===== config.mk =====
export PLATFORM = sky130hd
export DESIGN_NAME = ptf_ctrl
export DESIGN_NICKNAME = d
export VERILOG_FILES = /design/src/hw/rtl/ptf_pkg.sv /design/src/hw/rtl/ptf_ctrl.sv
export SDC_FILE = /design/constraint.sdc
export NUM_CORES = 1
export LEC_CHECK = 0
export BUFFER_PORTS_ARGS = -buffer_cell sky130_fd_sc_hd__clkbuf_2
export CAP_MARGIN = 20
export CORE_ASPECT_RATIO = 1.25
export CORE_MARGIN = 2
export CORE_UTILIZATION = 35
export CTS_CLUSTER_SIZE = 14
export DETAILED_ROUTE_END_ITERATION = 10
export HOLD_SLACK_MARGIN = 0.08
export PLACE_DENSITY = 0.67
export SLEW_MARGIN = 20
export SYNTH_ARGS = -nofsm -noshare
export SYNTH_HDL_FRONTEND = slang
export SYNTH_SLANG_ARGS = --single-unit

===== constraint.sdc =====
create_clock -name i_clk -period 1.49 [get_ports i_clk]
set_input_delay 0.149 -clock i_clk [delete_from_list [all_inputs] [get_ports i_clk]]
set_output_delay 0.149 -clock i_clk [all_outputs]
set_load 0.03 [all_outputs]

===== src/hw/rtl/ptf_pkg.sv =====
package ptf_pkg;

    localparam int DIGITS_MAX = 11;
    localparam int DIGIT_IDX_W = $clog2(DIGITS_MAX);
    localparam int NULL_LEN = 6;
    localparam int NULL_IDX_W = $clog2(NULL_LEN);

    // divide by ten: q = (v * RECIP10) >> RECIP10_SHIFT, exact for any 32-bit v
    localparam logic [31:0] RECIP10 = 32'hCCCC_CCCD;
    localparam int RECIP10_SHIFT = 35;

    localparam logic [7:0] CH_PCT   = 8'h25;
    localparam logic [7:0] CH_MINUS = 8'h2D;
    localparam logic [7:0] CH_LO_D  = 8'h64;
    localparam logic [7:0] CH_LO_I  = 8'h69;
    localparam logic [7:0] CH_LO_U  = 8'h75;
    localparam logic [7:0] CH_LO_X  = 8'h78;
    localparam logic [7:0] CH_UP_X  = 8'h58;
    localparam logic [7:0] CH_LO_C  = 8'h63;
    localparam logic [7:0] CH_LO_S  = 8'h73;

    typedef enum logic [1:0] {
        CMD_FMT = 2'd0,
        CMD_ARG = 2'd1,
        CMD_STR = 2'd2,
        CMD_END = 2'd3
    } t_command;

    typedef enum logic [1:0] {
        RS_CHAR   = 2'd0,
        RS_REPORT = 2'd1,
        RS_ERROR  = 2'd2
    } t_res_status;

    typedef enum logic [1:0] {
        PH_TEXT = 2'd0,
        PH_PCT  = 2'd1,
        PH_ARG  = 2'd2,
        PH_STR  = 2'd3
    } t_phase;

    typedef enum logic [2:0] {
        K_SDEC = 3'd0,
        K_UDEC = 3'd1,
        K_LHEX = 3'd2,
        K_UHEX = 3'd3,
        K_CHAR = 3'd4,
        K_STR  = 3'd5
    } t_kind;

    typedef enum logic [2:0] {
        CS_NONE,
        CS_BYTE,
        CS_SAVED,
        CS_PCT,
        CS_MINUS,
        CS_ARG,
        CS_NULL,
        CS_DIGIT
    } t_char_sel;

    typedef enum logic [2:0] {
        FS_IDLE,
        FS_SPEC,
        FS_NULL,
        FS_DIV,
        FS_DIGITS
    } t_fsm;

    typedef struct packed {
        logic        emit;
        t_char_sel   sel;
        t_res_status rstat;
        logic        last;
        logic        phase_we;
        t_phase      phase_d;
        logic        kind_we;
        t_kind       kind_d;
        logic        byte_we;
        logic        value_load;
        logic        div_step;
        logic        digit_pop;
        logic        null_clear;
        logic        null_step;
        logic        str_load;
        logic        str_dec;
    } t_dp_cmd;

    typedef struct packed {
        logic   out_free;
        t_phase phase;
        t_kind  kind;
        logic   arg_neg;
        logic   arg_zero;
        logic   div_done;
        logic   dcnt_one;
        logic   null_last;
        logic   str_one;
    } t_dp_stat;

    function automatic logic [7:0] null_char(input logic [NULL_IDX_W-1:0] idx);
        logic [7:0] c;
        case (idx)
            3'd0:    c = 8'h28;
            3'd1:    c = 8'h6E;
            3'd2:    c = 8'h75;
            3'd3:    c = 8'h6C;
            3'd4:    c = 8'h6C;
            3'd5:    c = 8'h29;
            default: c = 8'h00;
        endcase
        return c;
    endfunction

    function automatic logic [7:0] digit_char(input logic [3:0] d, input logic upper);
        logic [7:0] c;
        if (d < 4'd10) begin
            c = 8'h30 + {4'd0, d};
        end else if (upper) begin
            c = 8'h41 + {4'd0, d} - 8'd10;
        end else begin
            c = 8'h61 + {4'd0, d} - 8'd10;
        end
        return c;
    endfunction

endpackage


===== src/hw/rtl/ptf_ctrl.sv =====
module ptf_ctrl (
    input  logic              i_clk,
    input  logic              i_rst_n,
    input  logic              i_in_valid,
    output logic              o_in_stall,
    input  logic [1:0]        i_command,
    input  logic [7:0]        i_text_byte,
    input  logic              i_arg_is_null,
    input  ptf_pkg::t_dp_stat i_stat,
    output ptf_pkg::t_dp_cmd  o_cmd
);
    import ptf_pkg::*;

    t_fsm     r_state;
    t_fsm     n_state;
    t_dp_cmd  cmd;
    logic     accept;
    t_command command;

    always_ff @(posedge i_clk) begin
        if (!i_rst_n) begin
            r_state <= FS_IDLE;
        end else begin
            r_state <= n_state;
        end
    end

    assign command    = t_command'(i_command);
    assign o_in_stall = !((r_state == FS_IDLE) && i_stat.out_free);
    assign accept     = i_in_valid && !o_in_stall;
    assign o_cmd      = cmd;

    always_comb begin
        n_state = r_state;
        cmd = '0;
        cmd.sel = CS_NONE;
        cmd.rstat = RS_CHAR;
        cmd.phase_d = PH_TEXT;
        cmd.kind_d = K_SDEC;
        case (r_state)
            FS_IDLE: begin
                if (accept) begin
                    case (command)
                        CMD_END: begin
                            cmd.emit = 1'b1;
                            cmd.rstat = RS_REPORT;
                            cmd.last = 1'b1;
                            cmd.phase_we = 1'b1;
                            cmd.kind_we = 1'b1;
                        end
                        CMD_FMT: begin
                            case (i_stat.phase)
                                PH_TEXT: begin
                                    if (i_text_byte == CH_PCT) begin
                                        cmd.phase_we = 1'b1;
                                        cmd.phase_d = PH_PCT;
                                    end else begin
                                        cmd.emit = 1'b1;
                                        cmd.sel = CS_BYTE;
                                        cmd.last = 1'b1;
                                    end
                                end
                                PH_PCT: begin
                                    cmd.phase_we = 1'b1;
                                    cmd.phase_d = PH_ARG;
                                    cmd.kind_we = 1'b1;
                                    case (i_text_byte)
                                        CH_LO_D, CH_LO_I: cmd.kind_d = K_SDEC;
                                        CH_LO_U: cmd.kind_d = K_UDEC;
                                        CH_LO_X: cmd.kind_d = K_LHEX;
                                        CH_UP_X: cmd.kind_d = K_UHEX;
                                        CH_LO_C: cmd.kind_d = K_CHAR;
                                        CH_LO_S: cmd.kind_d = K_STR;
                                        CH_PCT: begin
                                            cmd.kind_we = 1'b0;
                                            cmd.phase_d = PH_TEXT;
                                            cmd.emit = 1'b1;
                                            cmd.sel = CS_PCT;
                                            cmd.last = 1'b1;
                                        end
                                        default: begin
                                            // unknown specifier: '%' now, the byte next
                                            cmd.kind_we = 1'b0;
                                            cmd.phase_d = PH_TEXT;
                                            cmd.emit = 1'b1;
                                            cmd.sel = CS_PCT;
                                            cmd.byte_we = 1'b1;
                                            n_state = FS_SPEC;
                                        end
                                    endcase
                                end
                                default: begin
                                    cmd.emit = 1'b1;
                                    cmd.rstat = RS_ERROR;
                                    cmd.last = 1'b1;
                                end
                            endcase
                        end
                        CMD_ARG: begin
                            if (i_stat.phase == PH_ARG) begin
                                cmd.phase_we = 1'b1;
                                case (i_stat.kind)
                                    K_UDEC, K_LHEX, K_UHEX: begin
                                        cmd.value_load = 1'b1;
                                        n_state = FS_DIV;
                                    end
                                    K_CHAR: begin
                                        cmd.emit = 1'b1;
                                        cmd.sel = CS_ARG;
                                        cmd.last = 1'b1;
                                    end
                                    K_STR: begin
                                        if (i_arg_is_null) begin
                                            cmd.null_clear = 1'b1;
                                            n_state = FS_NULL;
                                        end else if (!i_stat.arg_zero) begin
                                            cmd.str_load = 1'b1;
                                            cmd.phase_d = PH_STR;
                                        end
                                    end
                                    default: begin
                                        // signed decimal: sign goes out first
                                        cmd.value_load = 1'b1;
                                        if (i_stat.arg_neg) begin
                                            cmd.emit = 1'b1;
                                            cmd.sel = CS_MINUS;
                                        end
                                        n_state = FS_DIV;
                                    end
                                endcase
                            end else begin
                                cmd.emit = 1'b1;
                                cmd.rstat = RS_ERROR;
                                cmd.last = 1'b1;
                            end
                        end
                        CMD_STR: begin
                            if (i_stat.phase == PH_STR) begin
                                cmd.emit = 1'b1;
                                cmd.sel = CS_BYTE;
                                cmd.last = 1'b1;
                                cmd.str_dec = 1'b1;
                                if (i_stat.str_one) begin
                                    cmd.phase_we = 1'b1;
                                end
                            end else begin
                                cmd.emit = 1'b1;
                                cmd.rstat = RS_ERROR;
                                cmd.last = 1'b1;
                            end
                        end
                        default: begin
                            cmd.emit = 1'b1;
                            cmd.rstat = RS_ERROR;
                            cmd.last = 1'b1;
                        end
                    endcase
                end
            end
            FS_SPEC: begin
                if (i_stat.out_free) begin
                    cmd.emit = 1'b1;
                    cmd.sel = CS_SAVED;
                    cmd.last = 1'b1;
                    n_state = FS_IDLE;
                end
            end
            FS_NULL: begin
                if (i_stat.out_free) begin
                    cmd.emit = 1'b1;
                    cmd.sel = CS_NULL;
                    cmd.last = i_stat.null_last;
                    cmd.null_step = 1'b1;
                    if (i_stat.null_last) begin
                        n_state = FS_IDLE;
                    end
                end
            end
            FS_DIV: begin
                cmd.div_step = 1'b1;
                if (i_stat.div_done) begin
                    n_state = FS_DIGITS;
                end
            end
            FS_DIGITS: begin
                if (i_stat.out_free) begin
                    cmd.emit = 1'b1;
                    cmd.sel = CS_DIGIT;
                    cmd.last = i_stat.dcnt_one;
                    cmd.digit_pop = 1'b1;
                    if (i_stat.dcnt_one) begin
                        n_state = FS_IDLE;
                    end
                end
            end
            default: begin
                n_state = FS_IDLE;
            end
        endcase
    end

endmodule


==> flow_results.org, run 1 <==
** Clock network
- The number of hold buffers added after CTS was 0.
- TritonCTS Sinks :: 3
- The clock passes through at most 2 buffers.
- Clk Tree Root Cell :: clkbuf_4
- The number of clock buffers added by TritonCTS is 3.
- # H-tree levels :: 1

** STA
- Type of pin the worst path ends at :: primary output
- When the last timing repair stopped, the worst path ended at o_cmd[18].

** Yosys
- Sequential elements use 6.82% of the synthesized area.
- For this run, the number of Yosys warnings is 0.
- The number of nets in the synthesized netlist is 165.
- Share of synthesized flip-flops with an asynchronous set or reset :: 0%
- Unique masters post-synth :: 47
- Cells after synthesis :: 135
- Yosys instantiated no cell more often than nor2_1.
- Summed over all instances, the cell type with the most area after synthesis is nor2_1.
- In the synthesized netlist, the cells that appear most often are nor2_1, nand2_1, o21ai_0.
- Ranking of synthesized cells by area :: nor2_1, dfxtp_1, nor2b_1
- Counting flops with a built-in enable in the synthesized netlist gives 0.
- After synthesis, the mean cell area works out to 6.52 um^2.
- Mapped Area :: 881 um^2
- Share of the synthesized area in the top cell type :: 7.24%
- Among all flip-flop cells after synthesis, the most frequent one is dfxtp_1.
- Synthesis inferred 3 register bits.

** Die
- Top-Level Pins :: 49
- Initial Utilization :: 36.7%
- Num rows :: 20
- The die is 60.1 um tall.
- The die is 48.9 um wide.

** Placed design
- Post-DP Area :: 1700 um^2
- During placement, the flow inserted port buffers numbering 48.
- Worst Setup Slack post-DPL :: -0.375 ns
- Half-perimeter wire length after placement :: 3010 um
- GP Congestion :: 0.885

** Outcome
- Terminating stage of the flow :: global routing (5_1_grt)
- The tool reported: "[ERROR DPL-0038] Utilization greater than 100%, impossible to legalize".
- The flow did not finish.

** GRT
- Pin count of the biggest net entering global routing :: 14
## through the flow
stage | util [%] | std cells
2_1_floorplan | - | 135
3_3_place_gp | 70.8 | 256
3_5_place_dp | 70.8 | 256
4_1_cts | 89.9 | 272
## repair_timing
action | in CTS
setup buffers | 14
pin swaps | 32
resized for setup | 86
endpoints found under the setup margin | 22
## kinds of logic after synthesis
family          count (synthesis)  share of synthesized area [%]
simple gates                   74                           45.9
compound gates                 37                           30.4
buf+inv                        12                           5.68
fa+ha+maj                       5                           6.82
flops                           3                           6.82
xor+xnor                        2                           1.99
mux                             2                           2.41
==> inputs of run 2 (changes only) <==
Settings changed: CORE_ASPECT_RATIO 1.25 to not set, CORE_UTILIZATION 35 to 20, CTS_CLUSTER_SIZE 14 to not set, HOLD_SLACK_MARGIN 0.08 to not set, PLACE_DENSITY 0.67 to not set, PLACE_DENSITY_LB_ADDON set to 0.15.
Clock period 1.49 ns to 1.9 ns, I/O delays scaled along.
==> run 2 against run 1 <==
Area after synthesis did not move. The flow now finishes without violations. Synthesized cell count unchanged.
==> flow_results.org, run 2 <==
** GRT
- Total congestion overflow :: 0
- Via count of the first global-routing pass :: 1142
- The first global-routing pass estimated 5230 um of wire.
- Global-route total usage across every layer :: 13.0%
- Entering global routing, the biggest net connects 14 pins.
- The number of antenna violations at the first check in global routing was 0.

** STA
- The final count of hold timing violations is 0.
- Worst Tran Pin Value :: 0.307 ns
- Across the routed clock network, the largest skew measured is 0.000883 ns.
- Number of max-slew violations in the final report :: 0
- Minimum clock period after layout :: 1.85 ns
- Final setup viols :: 0
- After layout, the worst path uses 97.1% of the clock period.
- Based on the critical path, the design can be clocked at up to 542 MHz.
- Slew Limit Headroom :: 79.3%

** Clock network
- The tree built by TritonCTS fans out to 3 sinks.
- Clock buffer count from CTS :: 3
- Counting along the longest clock path gives a buffer depth of 2.
- # H-tree levels :: 1
- After clock tree synthesis, the clock-pin slew on the worst setup and hold paths is 0.03 ns.
- TritonCTS built the clock tree.
- CTS Hold Buffers Added :: 0
- The root buffer cell chosen for the clock tree is clkbuf_8.
- Clock latency on the worst-skew pair, taken at its later pin, is 0.21 ns.

** Placed design
- GP Congestion :: 0.874
- Buffers added on ports :: 48
- After detailed placement, the design holds a cell count of 249.
- Half-perimeter wire length after placement :: 2690 um
- The placed instances occupy a cell area of 1330 um^2.

** Final layout
- Count of non-filler cells in the finished layout :: 253
- Most flop-heavy register :: r_state
- Of the cells placed in the final design, the portion with a size suffix greater than 1 is 43.8%.
- Counting the fill cells in the layout gives 485.
- The largest registers in the layout are r_state: 3 flops.
- Net total in the final layout :: 232
- Most common library cell in the layout ignoring fill and taps :: clkbuf_2
- The number of antenna diodes in the final layout is 0.
- The register with the most flip-flops in the layout has 3 of them.
- The top cell types in the final layout, fill and taps aside, are clkbuf_2, buf_4, nor2_1, nand2_1.
- For this run, the share of the core covered by cells in the final layout is 33.3%.
- Area of all placed cells without fillers :: 1430 um^2
- The area growth from synthesis to layout is 62.4%.

** Yosys
- By count the netlist is led by nor2_1, nand2_1, o21ai_0.
- Top cell type by total area after synthesis :: nor2_1
- Averaged over all synthesized cells, the footprint is 6.52 um^2.
- Summed over its instances, the top area cell type makes up 7.24% of the synthesized netlist area.
- Net count after synthesis :: 165
- The netlist uses 47 different library cells.
- Dominant cell by count in the synthesized netlist :: nor2_1
- For this run, the register share of the synthesized area comes to 6.82%.
- The cell area that synthesis handed to floorplanning was 881 um^2.
- Among all flip-flop cells after synthesis, the most frequent one is dfxtp_1.
- The cell count after synthesis came out at 135.
- Register bit total from synthesis :: 3
- After synthesis, the share of flip-flops with an asynchronous set or reset is 0%.
- Synthesis Warnings :: 0
- Counting flops with a built-in enable in the synthesized netlist gives 0.
- After synthesis, the cell types taking the most area are nor2_1, dfxtp_1, nor2b_1.

** Drt
- The first detailed-routing pass ran for 4 iterations.
- Once detail routing completed, the nets flagged for antenna violations numbered 0.
- The first routing iteration left 60 violations.
- Overall via count from detail_route :: 1246
- Total detailed-routing wirelength :: 3290 um
- After detailed routing, the average wire length per cell comes to 13.0 um.
- For this run, design rule violations remaining after detail routing come to 0.
- Using the TritonRoute via totals, the vias-per-cell ratio works out to 4.92.

** Worst hold path
- The startpoint identified for the worst hold timing path is i_rst_n.
- Hold Path Class :: primary input to register
- Worst hold path cell count :: 2

** Die
- The floorplan step set the die width to 70.4 um.
- For this configuration, the core starts out at a cell density of 20.5%.
- Die boundary height :: 70.4 um
- Top-Level Pins :: 49
- The die covers 4950 um^2.
- The floorplan has 24 rows.
- After floorplanning, the core was sized to cover 4290 um^2.

** Worst setup path
- Data arrival time at the worst-slack endpoint :: 1.66 ns
- Category of the most critical setup path :: primary input to primary output
- STA classifies the critical path endpoint as a primary output.
- Endpoint required time on the critical path :: 1.71 ns
- The worst register-to-register path begins at r_state[1].
- For the worst flop-to-flop path, the logic depth is 7.
- Critical Path Source :: i_text_byte[1]
- Critical Path Start Type :: primary input
- Worst Path Max Fanout :: 3

** Outcome
- The flow ran to the end, and the final reports show no timing, DRC or antenna violations.

** Power and ir drop
- Leakage Power :: 0.662 nW
- Highest ir drop seen on vdd :: 0.000112 V
- In this run the power density over the cells is 305 nW/um^2.

** Flow run
- Number of maximum-capacitance violations :: 0
run 2: layout make-up:
class / count / area [um^2] / area share, %
clock buffers: 4 / 45.0 / 3.15
inverters: 5 / 18.8 / 1.31
multi-input cells: 120 / 813 / 56.9
flip-flops and latches: 3 / 61.3 / 4.29
well taps: 52 / 65.1 / 4.55
repair buffers: 69 / 427 / 29.8
run 2: cells by family after synthesis:
kind of cell | share of synthesized area [%]
simple gates | 45.9
compound gates | 30.4
buf+inv | 5.68
fa+ha+maj | 6.82
flops | 6.82
xor+xnor | 1.99
mux | 2.41
run 2: path summary, 6_finish.rpt:
path / to / slack, ns
hold reg to reg: r_state[0] / 0.64
setup / recovery: o_cmd[18] / 0.05
setup reg to reg: r_state[2] / 0.21
hold / removal: r_state[1] / 0.24
run 2: repair_timing:
action,in CTS,in global routing
setup buffers,0,0
gates resized for setup,6,17
setup endpoints to repair,3,8
pin swaps,3,1
hold endpoints to repair,0,0
run 2: power by group:
part / internal (mW) / switching [mW]
clock network: 0.143 / 0.0427
logic: 0.0800 / 0.106
registers: 0.0638 / 0.000291
total: 0.287 / 0.149
run 2: metal layers:
metal | vias up | track usage [%] | wire (um)
met1 | 567 | 17.6 | 1520
met5 | - | 0 | 0
met2 | 40 | 20.2 | 1540
met4 | 0 | 3.63 | 25
met3 | 4 | 3.32 | 213
li1 | 635 | - | -
run 2: critical path, cell delays in order:
cell,delay [ns]
buf_6,0.09
or3b_4,0.41
a211o_1,0.27
o311ai_4,0.12
a21oi_2,0.10
a311o_1,0.29
clkbuf_8,0.17
run 2: per-stage QoR:
| step | setup slack [ns] | hold slack (ns) | total power [mW] | setup TNS (ns) |
|---|---|---|---|---|
| 2_1_floorplan | -0.176 | 0.308 | 0.157 | -0.351 |
| 3_3_place_gp | -0.0197 | 0.449 | 0.242 | -0.0197 |
| 3_5_place_dp | -0.0300 | 0.457 | 0.244 | -0.0300 |
| 4_1_cts | 0.0131 | 0.238 | 0.438 | 0 |
| 5_1_grt | -0.0154 | 0.247 | 0.466 | -0.0190 |
| 6_report | 0.0543 | 0.243 | 0.436 | 0 |
Power figures use the tool's default switching activity.
